==> src/i2a_pkg.sv <==
// Package for the integer-to-ASCII converter: widths, digit counts, radix codes
// and the digit-to-character function. Depends on nothing.
package i2a_pkg;

  // Width of the value that is converted; bits of the input above it are ignored.
  localparam int VALUE_WIDTH = 64;

  // Digit counts for each base at this width.
  localparam int HEX_DIGITS = (VALUE_WIDTH + 3) / 4;
  localparam int OCT_DIGITS = (VALUE_WIDTH + 2) / 3;
  // ceil(VALUE_WIDTH * log10(2)); the product is never a whole number.
  localparam int DEC_DIGITS = (VALUE_WIDTH * 30103) / 100000 + 1;

  // The digit register holds the longest digit string, which is octal.
  localparam int SLOTS = OCT_DIGITS;
  localparam int DIG_W = SLOTS * 4;
  localparam int REM_W = $clog2(SLOTS + 1);

  // Binary-to-BCD unit: four bits per cycle.
  localparam int DAB_STEPS = (VALUE_WIDTH + 3) / 4;
  localparam int DAB_PAD_W = DAB_STEPS * 4;
  localparam int DAB_CNT_W = $clog2(DAB_STEPS + 1);
  localparam int BCD_W     = DEC_DIGITS * 4;

  typedef enum logic [1:0] {
    RADIX_DEC = 2'd0,
    RADIX_HEX = 2'd1,
    RADIX_OCT = 2'd2
  } radix_t;

  localparam logic [7:0] CH_ZERO    = 8'h30;
  localparam logic [7:0] CH_LOWER_A = 8'h61;
  localparam logic [7:0] CH_UPPER_A = 8'h41;
  localparam logic [7:0] CH_MINUS   = 8'h2D;

  function automatic logic [7:0] digit_ascii(input logic [3:0] d, input logic up);
    logic [7:0] d8;
    d8 = {4'b0000, d};
    if (d < 4'd10) begin
      return CH_ZERO + d8;
    end else if (up) begin
      return CH_UPPER_A + d8 - 8'd10;
    end else begin
      return CH_LOWER_A + d8 - 8'd10;
    end
  endfunction

endpackage

==> src/i2a_dabble.sv <==
// Iterative binary-to-BCD converter (shift and add-3), four bits per cycle.
// Depends on i2a_pkg.
module i2a_dabble
  import i2a_pkg::*;
(
  input  logic                   clk,
  input  logic                   rst,
  input  logic                   go,
  input  logic [VALUE_WIDTH-1:0] bin_in,
  output logic                   done,
  output logic [BCD_W-1:0]       bcd
);

  logic [DAB_PAD_W-1:0] bin_reg;
  logic [DAB_CNT_W-1:0] cnt;
  logic [BCD_W-1:0]     bcd_next;
  logic [DAB_PAD_W-1:0] bin_next;

  // Four shift steps; the digit corrections within one step are independent.
  always_comb begin
    bcd_next = bcd;
    bin_next = bin_reg;
    for (int s = 0; s < 4; s++) begin
      for (int k = 0; k < DEC_DIGITS; k++) begin
        if (bcd_next[k*4 +: 4] >= 4'd5) begin
          bcd_next[k*4 +: 4] = bcd_next[k*4 +: 4] + 4'd3;
        end
      end
      {bcd_next, bin_next} = {bcd_next[BCD_W-2:0], bin_next, 1'b0};
    end
  end

  always_ff @(posedge clk) begin
    if (rst) begin
      cnt  <= '0;
      done <= 1'b0;
    end else begin
      done <= 1'b0;
      if (go) begin
        cnt <= DAB_CNT_W'(DAB_STEPS);
      end else if (cnt != '0) begin
        cnt <= cnt - 1'b1;
        if (cnt == DAB_CNT_W'(1)) begin
          done <= 1'b1;
        end
      end
    end
  end

  always_ff @(posedge clk) begin
    if (go) begin
      bin_reg <= DAB_PAD_W'(bin_in);
      bcd     <= '0;
    end else if (cnt != '0) begin
      bin_reg <= bin_next;
      bcd     <= bcd_next;
    end
  end

endmodule

==> src/integer_to_ascii_radix_top.sv <==
// Integer-to-ASCII converter, top level: sequencer, digit register and output word.
// The first word follows the load, the binary-to-BCD conversion (decimal only) and the
// leading-zero skip; words then go out one per cycle, sign first, and the receiver cannot
// stall, so nothing else waits. Busy stays high from an accepted start until the final
// word goes out; no new number is taken while busy. Synchronous active-high reset
// returns to idle with no word pending.
module integer_to_ascii_radix_top
  import i2a_pkg::*;
(
  input  logic        clk,
  input  logic        rst,
  input  logic        start,
  output logic        busy,
  input  logic [63:0] value,
  input  logic        sign_mode,
  input  logic [1:0]  radix_sel,
  input  logic        upper_case,
  output logic        char_valid,
  output logic [7:0]  char_code,
  output logic        last
);

  // The sequencer walks a load, an optional BCD conversion, a leading-zero
  // skip, an optional sign word and then one digit word per cycle.
  typedef enum logic [4:0] {
    S_IDLE = 5'b00001,
    S_CONV = 5'b00010,
    S_SKIP = 5'b00100,
    S_SIGN = 5'b01000,
    S_EMIT = 5'b10000
  } state_t;

  state_t                 state;
  logic [DIG_W-1:0]       dig;        // digit slots, most significant at the top
  logic [REM_W-1:0]       remaining;  // digits still in the register
  logic                   upper;
  logic                   neg_pend;

  logic                   accept;
  logic [VALUE_WIDTH-1:0] v_in;
  logic                   neg_in;
  logic [VALUE_WIDTH-1:0] mag;
  logic                   dec_sel;
  logic                   dab_done;
  logic [BCD_W-1:0]       bcd;
  logic [OCT_DIGITS*3-1:0] oct_pad;
  logic [OCT_DIGITS*4-1:0] oct_slots;
  logic [3:0]             top_digit;

  assign busy   = (state != S_IDLE);
  assign accept = start && !busy;

  // The magnitude is the two's-complement negation within the value width,
  // so the most negative value comes out with its full magnitude.
  assign v_in   = value[VALUE_WIDTH-1:0];
  assign neg_in = sign_mode && v_in[VALUE_WIDTH-1];
  assign mag    = neg_in ? (~v_in + VALUE_WIDTH'(1)) : v_in;

  always_comb begin
    case (radix_t'(radix_sel))
      RADIX_HEX: dec_sel = 1'b0;
      RADIX_OCT: dec_sel = 1'b0;
      default:   dec_sel = 1'b1;  // decimal, and the unused code reads as decimal
    endcase
  end

  // Octal digits are three bits wide; spread them over the four-bit slots.
  assign oct_pad = (OCT_DIGITS*3)'(mag);
  always_comb begin
    for (int i = 0; i < OCT_DIGITS; i++) begin
      oct_slots[i*4 +: 4] = {1'b0, oct_pad[i*3 +: 3]};
    end
  end

  assign top_digit = dig[DIG_W-1 -: 4];

  i2a_dabble u_dabble (
    .clk    (clk),
    .rst    (rst),
    .go     (accept && dec_sel),
    .bin_in (mag),
    .done   (dab_done),
    .bcd    (bcd)
  );

  always_ff @(posedge clk) begin
    if (rst) begin
      state      <= S_IDLE;
      char_valid <= 1'b0;
    end else begin
      char_valid <= 1'b0;
      case (state)
        S_IDLE: begin
          if (accept) begin
            state <= dec_sel ? S_CONV : S_SKIP;
          end
        end
        S_CONV: begin
          if (dab_done) begin
            state <= S_SKIP;
          end
        end
        S_SKIP: begin
          // Leading zeros go one per cycle; the last digit always stays.
          if (top_digit == 4'd0 && remaining != REM_W'(1)) begin
            state <= S_SKIP;
          end else if (neg_pend) begin
            state <= S_SIGN;
          end else begin
            state <= S_EMIT;
          end
        end
        S_SIGN: begin
          char_valid <= 1'b1;
          state      <= S_EMIT;
        end
        S_EMIT: begin
          char_valid <= 1'b1;
          if (remaining == REM_W'(1)) begin
            state <= S_IDLE;
          end
        end
        default: begin
          state <= S_IDLE;
        end
      endcase
    end
  end

  // Datapath registers carry no reset; the sequencer decides when they matter.
  always_ff @(posedge clk) begin
    case (state)
      S_IDLE: begin
        if (accept) begin
          upper    <= upper_case;
          neg_pend <= neg_in;
          if (radix_t'(radix_sel) == RADIX_HEX) begin
            dig       <= DIG_W'((HEX_DIGITS*4)'(mag)) << ((SLOTS - HEX_DIGITS) * 4);
            remaining <= REM_W'(HEX_DIGITS);
          end else if (radix_t'(radix_sel) == RADIX_OCT) begin
            dig       <= DIG_W'(oct_slots) << ((SLOTS - OCT_DIGITS) * 4);
            remaining <= REM_W'(OCT_DIGITS);
          end
        end
      end
      S_CONV: begin
        if (dab_done) begin
          dig       <= DIG_W'(bcd) << ((SLOTS - DEC_DIGITS) * 4);
          remaining <= REM_W'(DEC_DIGITS);
        end
      end
      S_SKIP: begin
        if (top_digit == 4'd0 && remaining != REM_W'(1)) begin
          dig       <= dig << 4;
          remaining <= remaining - 1'b1;
        end
      end
      S_SIGN: begin
        char_code <= CH_MINUS;
        last      <= 1'b0;
      end
      S_EMIT: begin
        char_code <= digit_ascii(top_digit, upper);
        last      <= (remaining == REM_W'(1));
        dig       <= dig << 4;
        remaining <= remaining - 1'b1;
      end
      default: begin
        upper <= upper;
      end
    endcase
  end

`ifndef SYNTHESIS
  // An accepted word always leaves idle on the next cycle.
  assert property (@(posedge clk) disable iff (rst) accept |=> busy)
    else $error("block did not leave idle after start");

  // The final word of a number is never followed at once by another word.
  assert property (@(posedge clk) disable iff (rst) (char_valid && last) |=> !char_valid)
    else $error("word emitted right after the final character");

  // Emission only runs while at least one digit is left.
  assert property (@(posedge clk) disable iff (rst) (state == S_EMIT) |-> (remaining != '0))
    else $error("digit emitted from an empty digit register");

  // A digit word is always a digit, a hex letter or the minus sign.
  assert property (@(posedge clk) disable iff (rst)
    char_valid |-> ((char_code >= 8'h30 && char_code <= 8'h39) ||
                    (char_code >= 8'h41 && char_code <= 8'h46) ||
                    (char_code >= 8'h61 && char_code <= 8'h66) ||
                    (char_code == 8'h2D)))
    else $error("character outside the digit set");
`endif

endmodule

==> config.mk <==
export PLATFORM = sky130hd
export DESIGN_NAME = integer_to_ascii_radix_top
export DESIGN_NICKNAME = d
export VERILOG_FILES = /design/src/i2a_pkg.sv /design/src/i2a_dabble.sv /design/src/integer_to_ascii_radix_top.sv
export SDC_FILE = /design/constraint.sdc
export NUM_CORES = 1
export LEC_CHECK = 0
export BUFFER_PORTS_ARGS = -buffer_cell sky130_fd_sc_hd__buf_2
export CORE_UTILIZATION = 45
export CTS_BUF_LIST = sky130_fd_sc_hd__clkbuf_2 sky130_fd_sc_hd__clkbuf_4 sky130_fd_sc_hd__clkbuf_8
export DETAILED_ROUTE_END_ITERATION = 8
export REMOVE_ABC_BUFFERS = 1
export SETUP_SLACK_MARGIN = 0.2
export SKIP_LAST_GASP = 1
export SYNTH_ARGS = -nofsm -noshare
export SYNTH_HDL_FRONTEND = slang
export SYNTH_SLANG_ARGS = --single-unit
==> constraint.sdc <==
create_clock -name clk -period 19.25 [get_ports clk]
set_input_delay 0.9625 -clock clk [delete_from_list [all_inputs] [get_ports clk]]
set_output_delay 0.9625 -clock clk [all_outputs]
set_load 0.02 [all_outputs]
Word level (Yosys, flattened, before mapping)

Cells that the tools add are included.

Logic and storage cells: 328
Input port bits: 71
Register bits: 260
Output and inout port bits: 11

Bitwise operators: 2
Reduce and logical (&&, ||, !) cells: 17
Eq/ne operators: 16
Magnitude comparators: 81
Muxes and demuxes: 111
Add/sub/neg operators: 88

Operators by type and width:

| kind                                                               | number |
|---|---|
| 2-to-1 mux 88 bit                                                  | 5 |
| case mux 88 bit (4 select lines)                                   | 1 |
| greater-or-equal comparator 4 x 3 -> 1 bit (second input constant) | 80 |
| adder 4 x 2 -> 4 bit (second input constant)                       | 76 |
| 2-to-1 mux 4 bit                                                   | 76 |
| 2-to-1 mux 64 bit                                                  | 3 |
| adder 64 x 1 -> 64 bit (second input constant)                     | 1 |
| inverter 64 bit                                                    | 1 |
| 2-to-1 mux 5 bit                                                   | 12 |
| case mux 5 bit (5 select lines)                                    | 1 |
| case mux 5 bit (4 select lines)                                    | 1 |
| adder 7 x 4 -> 8 bit (first input constant)                        | 2 |
| 2-to-1 mux 8 bit                                                   | 2 |
| case mux 8 bit (2 select lines)                                    | 1 |
| subtractor 8 x 4 -> 8 bit (second input constant)                  | 2 |
| equality test 5 x 1 -> 1 bit (second input constant)               | 3 |
| 2-to-1 mux 3 bit                                                   | 5 |
| adder 3 x 2 -> 3 bit (second input constant)                       | 4 |
| != test 5 x 1 -> 1 bit (second input constant)                     | 2 |
| subtractor 5 x 1 -> 5 bit (second input constant)                  | 2 |
| adder 6 x 4 -> 7 bit (first input constant)                        | 1 |
| != test 2 bit (second input constant)                              | 3 |
| OR reduction 2 bit                                                 | 3 |
| equality test 5 x 2 -> 1 bit (second input constant)               | 1 |
| other kinds (21)                                                   | 27 |

Depth between registers and ports, before layout

Gate-level depths: netlist (run 1).

Word-level depth: 8
Gate-level depth with buffers: 19
Depth with buffers taken out: 19

Hierarchy

A second synthesis (run 1) with hierarchy kept.

Cells, all modules: 2552
Area, all modules: 22131.2 um^2

By module, submodules not included:

| module                     | times used | cells each | area each (um^2) | seq. area each (um^2) |
|---|---|---|---|---|
| i2a_dabble                 | 1          | 1808       | 14914.3          | 3643.5 |
| integer_to_ascii_radix_top | 1          | 744        | 7216.9           | 3153.0 |

Worst setup path before layout (run 1)

OpenSTA, ideal clock, no wires.

Path type: reg-to-reg
From: register state[2]
To: register dig[0], enable pin
Setup time: 670 ps
Clock period less this slack: 8909 ps
Buffers on the path: 2
Required time: 18580 ps
Arrival time: 8239 ps
Setup slack: 10341 ps
Stages on the path, launching flop included: 7
Cells stage by stage: dfxtp_1 or2_2 nor4_1 clkbuf_1 clkbuf_1 nor3_1 nor3b_1

Longest elaborated chain between the ends: 5
Elaborated cells on any way between the ends: 13
Those cells by class: eq/ne: 9; reduce/logical: 4

Ends and longest elaborated chain:

| element                                  | RTL line                          | text |
|---|---|---|
| start: declaration                       | integer_to_ascii_radix_top.sv:33  | `state_t state;` |
| start signal: assignment                 | integer_to_ascii_radix_top.sv:95  | `state <= dec_sel ? S_CONV : S_SKIP;` |
| != test 5 x 1 -> 1 bit                   | integer_to_ascii_radix_top.sv:50  | `assign busy = (state != S_IDLE);` |
| zero test 1 bit                          | integer_to_ascii_radix_top.sv:51  | `assign accept = start && !busy;` |
| logical AND 1 bit                        | integer_to_ascii_radix_top.sv:51  |  |
| != test 2 bit (no source line)           | -                                 |  |
| AND reduction 5 bit (no source line) (*) | -                                 |  |
| end signal: assignment                   | integer_to_ascii_radix_top.sv:138 | `dig <= DIG_W'((HEX_DIGITS*4)'(mag)) << ((SLOTS - HEX_DIGITS) * 4);` |
| end signal: assignment                   | integer_to_ascii_radix_top.sv:141 | `dig <= DIG_W'(oct_slots) << ((SLOTS - OCT_DIGITS) * 4);` |
| end signal: assignment                   | integer_to_ascii_radix_top.sv:148 | `dig <= DIG_W'(bcd) << ((SLOTS - DEC_DIGITS) * 4);` |
| end: declaration                         | integer_to_ascii_radix_top.sv:34  | `logic [DIG_W-1:0] dig;` |

Every way passes the cells marked *; elsewhere a longest branch is shown, timed or not.
A chain may end at the register's enable or synchronous reset.

Worst setup path in the final report (run 1)

From: input port value[11]
To: register dig[77], data pin

Longest elaborated chain between the ends: 7

Ends and longest elaborated chain:

| element                              | RTL line                          | text |
|---|---|---|
| start: declaration                   | integer_to_ascii_radix_top.sv:14  | `input logic [63:0] value,` |
| inverter 64 bit (*)                  | integer_to_ascii_radix_top.sv:57  | `assign mag = neg_in ? (~v_in + VALUE_WIDTH'(1)) : v_in;` |
| adder 64 x 1 -> 64 bit (*)           | integer_to_ascii_radix_top.sv:57  |  |
| 2-to-1 mux 64 bit (*)                | integer_to_ascii_radix_top.sv:57  |  |
| 2-to-1 mux 88 bit                    | integer_to_ascii_radix_top.sv:140 | `end else if (radix_t'(radix_sel) == RADIX_OCT) begin` |
| 2-to-1 mux 88 bit (*)                | integer_to_ascii_radix_top.sv:137 | `if (radix_t'(radix_sel) == RADIX_HEX) begin` |
| 2-to-1 mux 88 bit (*)                | integer_to_ascii_radix_top.sv:134 | `if (accept) begin` |
| case mux 88 bit (4 select lines) (*) | integer_to_ascii_radix_top.sv:132 | `case (state)` |

Every way passes the cells marked *; elsewhere a longest branch is shown, timed or not. The select of a mux whose other input is x is not followed.

==> results of run 1 <==
metal layers:
metal  wire (µm)  part of all wire (%)  GRT usage [%]
met1       26100                    45           33.0
met2       27000                    46           42.7
met3        3410                   5.9           3.29
met4        1760                   3.0           8.60
met5          13                 0.022              0
worst max-delay path, stage by stage:
cell and delay [ns]:
buf_2 0.14, or4_4 0.60, nor4_4 0.39, nand3_1 0.37, nor4_1 0.64, nand2_2 0.26, nor4_2 0.38, nor2_1 0.09
xor2_1 0.18, a222oi_1 0.34, o21ai_1 0.12
area by class of cell:
| cell class | instances | area, µm² |
|---|---|---|
| clock buffers | 75 | 907 |
| flip-flops and latches | 257 | 6800 |
| clock inverters | 13 | 91.3 |
| well taps | 592 | 741 |
| inverters | 114 | 428 |
| fillers | 4277 | 22200 |
| repair buffers | 97 | 528 |
| multi-input cells | 1936 | 12500 |
| diodes | 5 | 12.5 |
layout by cell type (no fill, tap or decap), types with 27 or more instances in the layout:
cell type | synthesis | final
xor2_1 | 57 | 57
nor2b_1 | 32 | 32
nand3_1 | 34 | 33
nor2_1 | 198 | 198
o221ai_1 | 36 | 36
a22oi_1 | 73 | 73
buf_2 | 0 | 80
a211oi_1 | 46 | 46
a21oi_1 | 168 | 168
a31oi_1 | 27 | 27
nand2b_1 | 49 | 49
dfxtp_1 | 92 | 92
o21ai_0 | 309 | 309
edfxtp_1 | 165 | 165
nor3_1 | 41 | 41
o31ai_1 | 30 | 30
inv_1 | 114 | 112
clkbuf_8 | 0 | 55
nand2_1 | 212 | 209
o21ai_1 | 29 | 29
xnor2_1 | 52 | 52
mux2i_1 | 50 | 50
ha_1 | 88 | 88
stage by stage:
stage	hold WS, ns	instance area (µm²)
6_report	0.500	22000
5_1_grt	0.520	22000
4_1_cts	0.505	22000
3_5_place_dp	0.507	21000
3_3_place_gp	0.499	21000
2_1_floorplan	0.471	19600
how the worst min path moves through the flow:
stage / start / to / slack (ns) / cells past startpoint
after floorplan: u_dabble.bcd[78] / u_dabble.bcd[78] / 0.47 / 2
after detailed placement: u_dabble.bin_reg[49] / u_dabble.bin_reg[53] / 0.51 / 2
after global routing: upper_case / upper / 0.52 / 1
final: u_dabble.bin_reg[45] / u_dabble.bin_reg[49] / 0.50 / 2
after global placement: dig[2] / dig[6] / 0.50 / 2
after CTS: u_dabble.bin_reg[45] / u_dabble.bin_reg[49] / 0.50 / 2
logic make-up (layout without fill, tap and decap cells):
| group | count (synthesis) | count (layout) | share of synthesized area (%) |
|---|---|---|---|
| flops | 257 | 257 | 33.8 |
| buf+inv | 232 | 299 | 4.35 |
| mux | 70 | 70 | 3.61 |
| compound gates | 951 | 951 | 30.4 |
| fa+ha+maj | 88 | 88 | 5.48 |
| simple gates | 716 | 716 | 17.5 |
| other cells | 1 | 6 | 0.0187 |
| xor+xnor | 110 | 110 | 4.83 |
==> results.cfg, run 1 <==
[synth]
syn-cell-area_um2 = 20100
synth_top_cell_by_area = edfxtp_1
yosys-top-cells-area = edfxtp_1, dfxtp_1, o21ai_0, ha_1, a21oi_1
async_flop_share_pct = 0
yosysMostFrequentCell = o21ai_0
synth_edf_count = 165
synthesis.instances = 2425
avgSynthCellArea_um2 = 8.29
ys_seq_area_share_pct = 33.8
yosys.cell_types.count = 83
synth-seq-cells = 257
synthTopCellsByCount = o21ai_0, nand2_1, nor2_1
synthFlopType = edfxtp_1
synth_top_area_share_pct = 24.7
yosysWarningCount = 0

[worst_setup_path]
critPathKind = input port to flip-flop
cp.required_ns = 19.57
r2r-end = u_dabble.bcd[42]
rrSetupSlack_ns = 15.29
crit_arrival_ns = 4.48
start_kind = input port
crit_path_max_fanout = 6
worst_setup_path_end_kind = flip-flop
reg2reg_from = u_dabble.bcd[41]
reg2reg_depth = 14
critPathCapture = dig[77]
critPathLaunch = value[11]

[grt]
grt_pass1_vias = 17400
grt_pass1_wl_um = 91400
grt_max_degree = 87
antenna_found_initial = 4
grt_use_total_pct = 25.2
grt_overflow = 0

[die]
die_h_um = 213
start_util_pct = 45.5
rows = 77
die-area_um2 = 45500
die_w_um = 213
coreArea_um2 = 44100
io_pins = 82

[sta]
worstMarginPinSlew_ns = 1.13
fmax_mhz = 240
slew_violations = 0
period_share_pct = 21.6
rsz0062_at_grt = false
max-slew-margin-rel_pct = 24.1
hold_viol = 0
layout_setup_ws_ns = 15.09
fin_worst_skew_ns = 0.0333
layout_min_cycle_time_ns = 4.16
fin_tns_setup_ns = 0
setup_viol = 0

[cts]
cts_resized = 0
clk_latency_ns = 0.60
cts_hold_buffers = 0
cts_buffer_depth = 3
cts_root_buf = clkbuf_8
postCtsSetupBuffers = 0
clock_sinks = 257
cts_tree = done
htree_levels = 2
clk_pin_slew_ns = 0.06
numCtsBuffers = 47

[final_layout]
areaGrowthSynthToFinish_pct = 9.35
fin_nets = 2612
drive_above_1_share_pct = 10.7
stdcell_count = 3089
largest_reg_flops = 86
utilization_pct = 49.8

[flow_run]
cap_violations = 0

[route]
drc_errors = 0
drt_wl_total_um = 58200
dr.pass1.iters = 5
postRouteAntennaNets = 0
wire_per_inst_um = 18.8
post_drt_via_cell_ratio = 6.07
first_iter_violations = 1382
num_vias = 18800

[status]
status = complete, no violations

[placement]
port_buffers = 80
pre_cts_slack_ns = 14.60
placed_cells = 2996
dp_hpwl_um = 41000
place_congestion = 0.860

[min_path]
min_path_type = flip-flop to flip-flop
Power of run 1 is not shown: default switching activity piles up to over one toggle a cycle in this logic, so the estimate is an artifact.
==> inputs of run 2 (changes only) <==
==> constraint.sdc (replaced) <==
create_clock -name clk -period 3.9 [get_ports clk]
set_input_delay 0.195 -clock clk [delete_from_list [all_inputs] [get_ports clk]]
set_output_delay 0.195 -clock clk [all_outputs]
set_load 0.02 [all_outputs]
==> run 2 against run 1 <==
  * Clock skew down 0.0048 ns
  * Global-route usage down 0.62 points
  * Flip-flop and latch count unchanged
  * Count of clock-buffer cells in the layout down 1
  * Critical path depth up 6
  * Via count up 0.43%
  * Critical path type is now flip-flop to flip-flop
==> results.cfg, run 2 (synthesis results as in run 1) <==
[status]
status = complete, no violations

[final_layout]
drive_above_1_share_pct = 16.3
fin_area_um2 = 22900
mostFrequentLayoutCells = o21ai_0, nand2_1, nor2_1, edfxtp_1, a21oi_1
fin_nets = 2655
fillers = 4220
final_common_cell = o21ai_0
largest_reg_flops = 86
areaGrowthSynthToFinish_pct = 13.9
stdcell_count = 3132

[sta]
slew_violations = 0
max-slew-margin-rel_pct = 25.5
rsz0062_at_grt = true
whs_ns = 0.0518
fmax_mhz = 281
period_share_pct = 91.2
fin_tns_setup_ns = 0
setup_viol = 0
hold_viol = 0
layout_min_cycle_time_ns = 3.56
worstMarginPinSlew_ns = 1.11
fin_worst_skew_ns = 0.0285

[cts]
cts_buffer_depth = 3
cts_root_buf = clkbuf_8
numCtsBuffers = 47
htree_levels = 2
clock_sinks = 257
clk_pin_slew_ns = 0.07
cts_tree = done
clk_latency_ns = 0.58

[worst_setup_path]
critPathKind = flip-flop to flip-flop
r2r-end = u_dabble.bcd[71]
rrSetupSlack_ns = 0.34
cp.required_ns = 4.39
worst-path-stages = 17
cp.buffers_inverters = 3
crit_path_max_fanout = 7
reg2reg_depth = 17
cp_top_family = simple AND/OR/NAND/NOR gates
critPathCapture = u_dabble.bcd[71]
slowest_stage = or3_1
worst_setup_path_end_kind = flip-flop
crit_arrival_ns = 4.04
reg2reg_from = u_dabble.bcd[64]
slowest_delay_ns = 0.42
critPathLaunch = u_dabble.bcd[64]
start_kind = flip-flop
crit_chain = inv_1 -> ha_1 -> nor2b_1 -> or3_1 -> nand2_2 -> ha_1 -> inv_1 -> o21ai_0 -> a211o_1 -> and2_1 -> inv_1 -> ha_1 -> a21o_1 -> a221o_1 -> nor3_4 -> mux2_2 -> a21oi_1

[grt]
grt_overflow = 0
grt_max_degree = 92
grt_pass1_wl_um = 89700
grt_pass1_vias = 17200
antenna_found_initial = 10
grt_use_total_pct = 24.6

[min_path]
min_path_type = input port to flip-flop
min_from = value[63]

[route]
first_iter_violations = 1558
wire_per_inst_um = 18.4
dr.max_layer_used = met5
dr.pass1.iters = 5
drc_errors = 0
postRouteAntennaNets = 0
wl_met3_um = 2820
wl_met2_um = 27600
post_drt_via_cell_ratio = 6.01
num_vias = 18800
drt_wl_total_um = 57700
drt-met1-wl_um = 26000

[die]
rows = 77
start_util_pct = 45.5
die-area_um2 = 45500
die_w_um = 213
die_h_um = 213
io_pins = 82
coreArea_um2 = 44100

[flow_run]
cap_violations = 0

[placement]
placed_cell_area_um2 = 21200
dp_hpwl_um = 41000
placed_cells = 3019
place_congestion = 0.854
port_buffers = 80
-- run 2: stage by stage --
step                      setup slack [ns]  util (%)
after floorplan                     -10.30         -
after global routing                 0.128      51.9
after CTS                            0.211      50.5
final                                0.344      51.9
after detailed placement             0.137      48.0
after global placement               0.281      48.0
-- run 2: layer usage --
layer  vias to the layer above  GRT usage, %
li1                       9267             -
met1                      8990          32.9
met3                       102          3.27
met2                       465          41.7
met5                         -             0
met4                        12          6.38
-- run 2: repair_timing --
item | 4_1_cts | 5_1_grt
pin swaps | 0 | 16
gates resized for setup | 5 | 123
hold endpoints to repair | 5 | 0
buffers inserted | 0 | 18
endpoints found under the setup margin | 8 | 68
hold buffers | 2 | 0
-- run 2: worst min-delay path, cell delays in order --
cell and delay (ns):
buf_2 0.10, nand2_1 0.10, o21ai_1 0.12
-- run 2: final cells by class --
| class | count | area, µm² | area share, % |
|---|---|---|---|
| clock buffers | 74 | 918 | 4.01 |
| repair buffers | 140 | 893 | 3.90 |
| flip-flops and latches | 257 | 6830 | 29.8 |
| inverters | 114 | 428 | 1.87 |
| multi-input cells | 1936 | 12900 | 56.5 |
| diodes | 6 | 15.0 | 0.0656 |
| clock inverters | 13 | 136 | 0.596 |
| well taps | 592 | 741 | 3.24 |
-- run 2: worst min-delay path by stage --
stage | end | slack, ns | cells after the start
final | u_dabble.bin_reg[63] | 0.05 | 3
after global routing | u_dabble.bin_reg[63] | 0.05 | 3
after CTS | u_dabble.bin_reg[63] | 0.01 | 3
after detailed placement | upper | 0.38 | 1
after global placement | upper | 0.38 | 1
after floorplan | u_dabble.cnt[4] | 0.26 | 1
Power of run 2 is left out for the same reason.
